==> config.mk <==
export PLATFORM = sky130hd
export DESIGN_NAME = gbp_ctrl
export DESIGN_NICKNAME = d
export VERILOG_FILES = /design/src/sv/gbp_pkg.sv /design/src/sv/gbp_ctrl.sv
export SDC_FILE = /design/constraint.sdc
export NUM_CORES = 1
export LEC_CHECK = 0
export ABC_AREA = 0
export BUFFER_PORTS_ARGS = -buffer_cell sky130_fd_sc_hd__buf_2
export CAP_MARGIN = 10
export CORE_AREA = 2 2 39 41
export CTS_CLUSTER_DIAMETER = 200
export DETAILED_ROUTE_END_ITERATION = 10
export DIE_AREA = 0 0 41 43
export SYNTH_ARGS = -nofsm -noshare
export SYNTH_HDL_FRONTEND = slang
export SYNTH_SLANG_ARGS = --single-unit
==> constraint.sdc <==
create_clock -name clk_i -period 1.6 [get_ports clk_i]
set_input_delay 0 -clock clk_i [delete_from_list [all_inputs] [get_ports clk_i]]
set_output_delay 0 -clock clk_i [all_outputs]
set_load 0.02 [all_outputs]
==> src/sv/gbp_pkg.sv <==
// ----------------------------------------------------------------------------
// gbp_pkg
// Shared types and constants of the gselect branch predictor: field widths,
// operation codes, register indexes and the controller/datapath interface.
// ----------------------------------------------------------------------------
`default_nettype none

package gbp_pkg;

  // Field widths fixed by the item format.
  localparam int HistW     = 11;
  localparam int AddrW     = 48;
  localparam int ModeW     = 3;
  localparam int ThreadW   = 2;
  localparam int PcShiftW  = 3;
  localparam int HistLenW  = 4;
  localparam int CfgIdxW   = 1;
  localparam int CfgDataW  = 4;

  // Operation codes carried by the mode field.
  localparam logic [ModeW-1:0] ModeLookup  = 3'd0;
  localparam logic [ModeW-1:0] ModeUncond  = 3'd1;
  localparam logic [ModeW-1:0] ModeResolve = 3'd2;
  localparam logic [ModeW-1:0] ModeRestore = 3'd3;
  localparam logic [ModeW-1:0] ModeBtbMiss = 3'd4;

  // Configuration register indexes.
  localparam logic [CfgIdxW-1:0] CfgPcShift = 1'b0;
  localparam logic [CfgIdxW-1:0] CfgHistLen = 1'b1;

  // Configuration reset values.
  localparam logic [PcShiftW-1:0] PcShiftRst = 3'd2;
  localparam logic [HistLenW-1:0] HistLenRst = 4'd6;

  // Commands from the controller to the datapath.
  typedef struct packed {
    logic clear;    // write zero to the next table entry of the clearing pass
    logic capture;  // register an accepted input item
    logic read;     // compute the table index and read the counter
    logic commit;   // update state and load the result register
  } gbp_cmd_t;

  // Status from the datapath to the controller.
  typedef struct packed {
    logic clr_last;  // the clearing pass is at the last entry
    logic out_full;  // the result register holds an item that is not taken
  } gbp_sts_t;

endpackage

`default_nettype wire

==> src/sv/gbp_ctrl.sv <==
// ----------------------------------------------------------------------------
// gbp_ctrl
// Sequencer of the predictor: runs the table clearing pass after reset, then
// takes one item at a time through accept, table read and update.
// ----------------------------------------------------------------------------
`default_nettype none

module gbp_ctrl (
  input  wire logic              clk_i,
  input  wire logic              rst_ni,
  input  wire logic              in_valid_i,
  output logic                   in_ready_o,
  input  wire gbp_pkg::gbp_sts_t sts_i,
  output gbp_pkg::gbp_cmd_t      cmd_o
);
  import gbp_pkg::*;

  typedef enum logic [1:0] {
    StClear,
    StIdle,
    StRead,
    StExec
  } state_e;

  state_e state_q, state_d;

  // Next state.
  always_comb begin
    state_d = state_q;
    case (state_q)
      StClear: begin
        if (sts_i.clr_last) begin
          state_d = StIdle;
        end
      end
      StIdle: begin
        if (in_valid_i) begin
          state_d = StRead;
        end
      end
      StRead: begin
        state_d = StExec;
      end
      StExec: begin
        if (!sts_i.out_full) begin
          state_d = StIdle;
        end
      end
      default: begin
        state_d = StClear;
      end
    endcase
  end

  // State register.
  always_ff @(posedge clk_i or negedge rst_ni) begin
    if (!rst_ni) begin
      state_q <= StClear;
    end else begin
      state_q <= state_d;
    end
  end

  // Commands decoded from the state.
  assign in_ready_o     = (state_q == StIdle);
  assign cmd_o.clear    = (state_q == StClear);
  assign cmd_o.capture  = (state_q == StIdle) && in_valid_i;
  assign cmd_o.read     = (state_q == StRead);
  assign cmd_o.commit   = (state_q == StExec) && !sts_i.out_full;

endmodule

`default_nettype wire

==> results by group <==
Final layout
  • Regs by FF count: state_q x2
  • Commonest non-fill, non-tap cell in the layout: buf_2
  • Fillers: between 150 and 200
  • Number of diodes: 0
  • NumNets Final: 42
  • Area Growth Syn to Fin: 52.7%
  • Max reg flops: 2
  • Most frequent cells in the layout: buf_2 (9), ha_1 (5), inv_1 (4), clkbuf_4 (3), dfrtp_1 (2)
  • Share of layout cells above drive strength 1: 50.0%
  • Most flops, register: state_q

Timing
  • Slew Limit Fails: 0
  • RSZ-0062 raised after global routing: no
  • Least-Margin Pin Slew: 228 ps
  • F_max: about 0.7 GHz
  • Setup WS post-layout: around 200 ps
  • Post-layout min period: approximately 1400 ps
  • Final setup violation count: 0
  • Max-slew headroom: a little over four fifths
  • Sum Neg Setup Slack: 0 ps
  • Clock skew: around 1.5 ps
  • Final Cycle Share: a little under 90%
  • Final Hold Viols: 0

Place
  • Pre-CTS WS: a little under 200 ps
  • DP Wirelength: between 200 and 300 microns
  • Gp weighted congestion: 0.519
  • # port buffers: 9

Pwr
  • Leak pwr: approximately 0.16 nW
  • Combinational Power Share: 60.5%
  • Pwr Total: 0.546 mW
  • Sequential Power Share: between 10% and 20%
  • NetSw: approximately 0.23 mW
  • Power share of the clock group: a little over 20%
  • Peak supply drop: ~440 uV
  • Power Density: around 1900 nW/um^2
  • Fraction of power spent switching nets: a little over two fifths
  • Cell internal pwr: 0.312 mW

Clocking
  • Clock Latency Late Sink: between 200 and 250 ps
  • Clk sinks: 2
  • Longest Clk Path Bufs: 2
  • H-tree Lvls: 1
  • PostCTS Resize Cnt: 0
  • Clock transition at path regs: around 30 ps
  • Num CTS Buffers: 3
  • Post-CTS Setup Bufs: 0
  • Root Driver: clkbuf_4
  • TritonCTS clock tree: done
  • Number of hold buffers added after cts: 1

Route
  • Via count: 150
  • Drt pass-1 iters: 2
  • WL final: 327 microns
  • ANT nets after route: 0
  • 1st-iter DRT viols: 3
  • Vias per inst: ~3.3
  • Residual DRC count: 0
  • Routed WL per cell: about 7.1 microns

Synth
  • Yosys top cell area share: 33.8%
  • Syn Area/Cell: 10.9 sq um
  • Yosys synthesis warning count: 0
  • Register area share after synthesis: 27.0%
  • Simple-gate portion of the synthesized area: under 10%
  • Mapped Area: 185 sq um
  • Yosys cell types: 9
  • Multiplexer share of the synthesized area: between 10% and 20%
  • Mapped Nets: 27
  • Largest family of logic cells by synthesized area: adder cells
  • Synth area leaders: ha_1 (34%), dfrtp_1 (27%), inv_1 (8.1%)
  • Gate Count Post-Synth: 17
  • Compound-cell area share of the yosys netlist: just over 8%
  • Yosys top cell by area: ha_1
  • XOR/XNOR Fraction of Synth Area: 0%
  • Synth Register Bits: 2
  • Post-Synth Adder-Cell Area: approximately 34%

Global route
  • Initial antenna violation count: 0
  • Global-route wire length before repair: a little over 500 microns
  • Gr usage total: 5.03%
  • Vias in the first global route: between 100 and 150
  • Largest net degree at the start of global routing: 5
  • Gr ovfl total: 0

Floorplan
  • Std-Cell Rows: 14
  • Die Y: about 43 microns
  • Die area: ~1800 sq um
  • Total core area: ~1400 sq um
  • Die extent in x: approximately 41 microns
  • Initial Util: 13.4%
  • Ports: 10

Status
  • Status: complete, no violations

Worst setup path
  • Crit Path Class: reg2reg
  • Worst Reg-to-Reg Cells: 5
  • Worst EP arrival: roughly 1500 ps
  • Required time of the critical path: around 1700 ps
  • Critical path peak fanout: 4
  • CP Launch Type: register
  • Critical Path Sink Type: register
  • RR Endpoint: state_q[1]
  • R2r setup slk: around 200 ps
  • Worst reg2reg path startpoint: state_q[1]

Flow run
  • Max Cap Viol: 0

Hold path
  • Worst hold-check path type: in2async
-- cells by family (layout without fill, tap and decap cells) --
logic type	count (synthesis)	in the layout
adders and majority gates	5	5
buffers and inverters	4	17
and+or+nand+nor	3	3
muxes	2	2
DFF	2	2
AOI/OAI and AO/OA	1	1
-- power by group through the flow --
| stage | registers, mW | logic [mW] | clock network [mW] |
|---|---|---|---|
| after floorplan | 0.100 | 0.267 | 0 |
| after global placement | 0.106 | 0.329 | 0 |
| after detailed placement | 0.107 | 0.335 | 0 |
| after CTS | 0.106 | 0.338 | 0.120 |
| after global routing | 0.110 | 0.374 | 0.128 |
| final | 0.105 | 0.330 | 0.110 |
-- Yosys cell counts --
library cell  instances
and2_2                1
dfrtp_1               2
ha_1                  5
inv_1                 4
mux2_4                1
mux2i_1               1
nand2_1               1
nor2b_1               1
o221ai_2              1
-- worst max-delay path by stage --
stage	start	to
2_1_floorplan	state_q[1]	state_q[1]
3_3_place_gp	state_q[0]	state_q[1]
3_5_place_dp	state_q[0]	state_q[1]
4_1_cts	state_q[0]	state_q[1]
5_1_grt	state_q[0]	state_q[1]
6_report	state_q[1]	state_q[1]
-- cell type report --
class	count	area, sq um	area share [%]
tap	16	20.0	7.08
multi-input combinational	11	120	42.5
clock buffer	3	22.5	7.96
timing repair buffer	10	55.1	19.5
sequential	2	50.0	17.7
inverter	4	15.0	5.31
-- per-layer routing --
layer | up-vias | share of wire, % | GRT usage [%]
li1 | 80 | - | -
met1 | 63 | 46 | 4.84
met2 | 7 | 42 | 5.31
met3 | 0 | 11 | 4.71
met4 | 0 | 0 | 6.00
met5 | - | 0 | 0
-- per-stage QoR --
stage	utilization (%)	instances	hold WS, ps	cell area [sq um]
finish	20.4	46	88.6	283
global route	20.4	46	98.0	283
floorplan	-	17	-296	185
detailed placement	18.1	42	-213	250
global placement	18.1	42	-215	250
CTS	20.4	46	76.1	283
-- critical path: stages (launching register included) --
cell      delay [ps]
dfrtp_1          400
inv_1            110
ha_1             180
inv_1             50
o221ai_2         210
mux2_4           330
No activity file was read; power rests on OpenSTA's default activity.
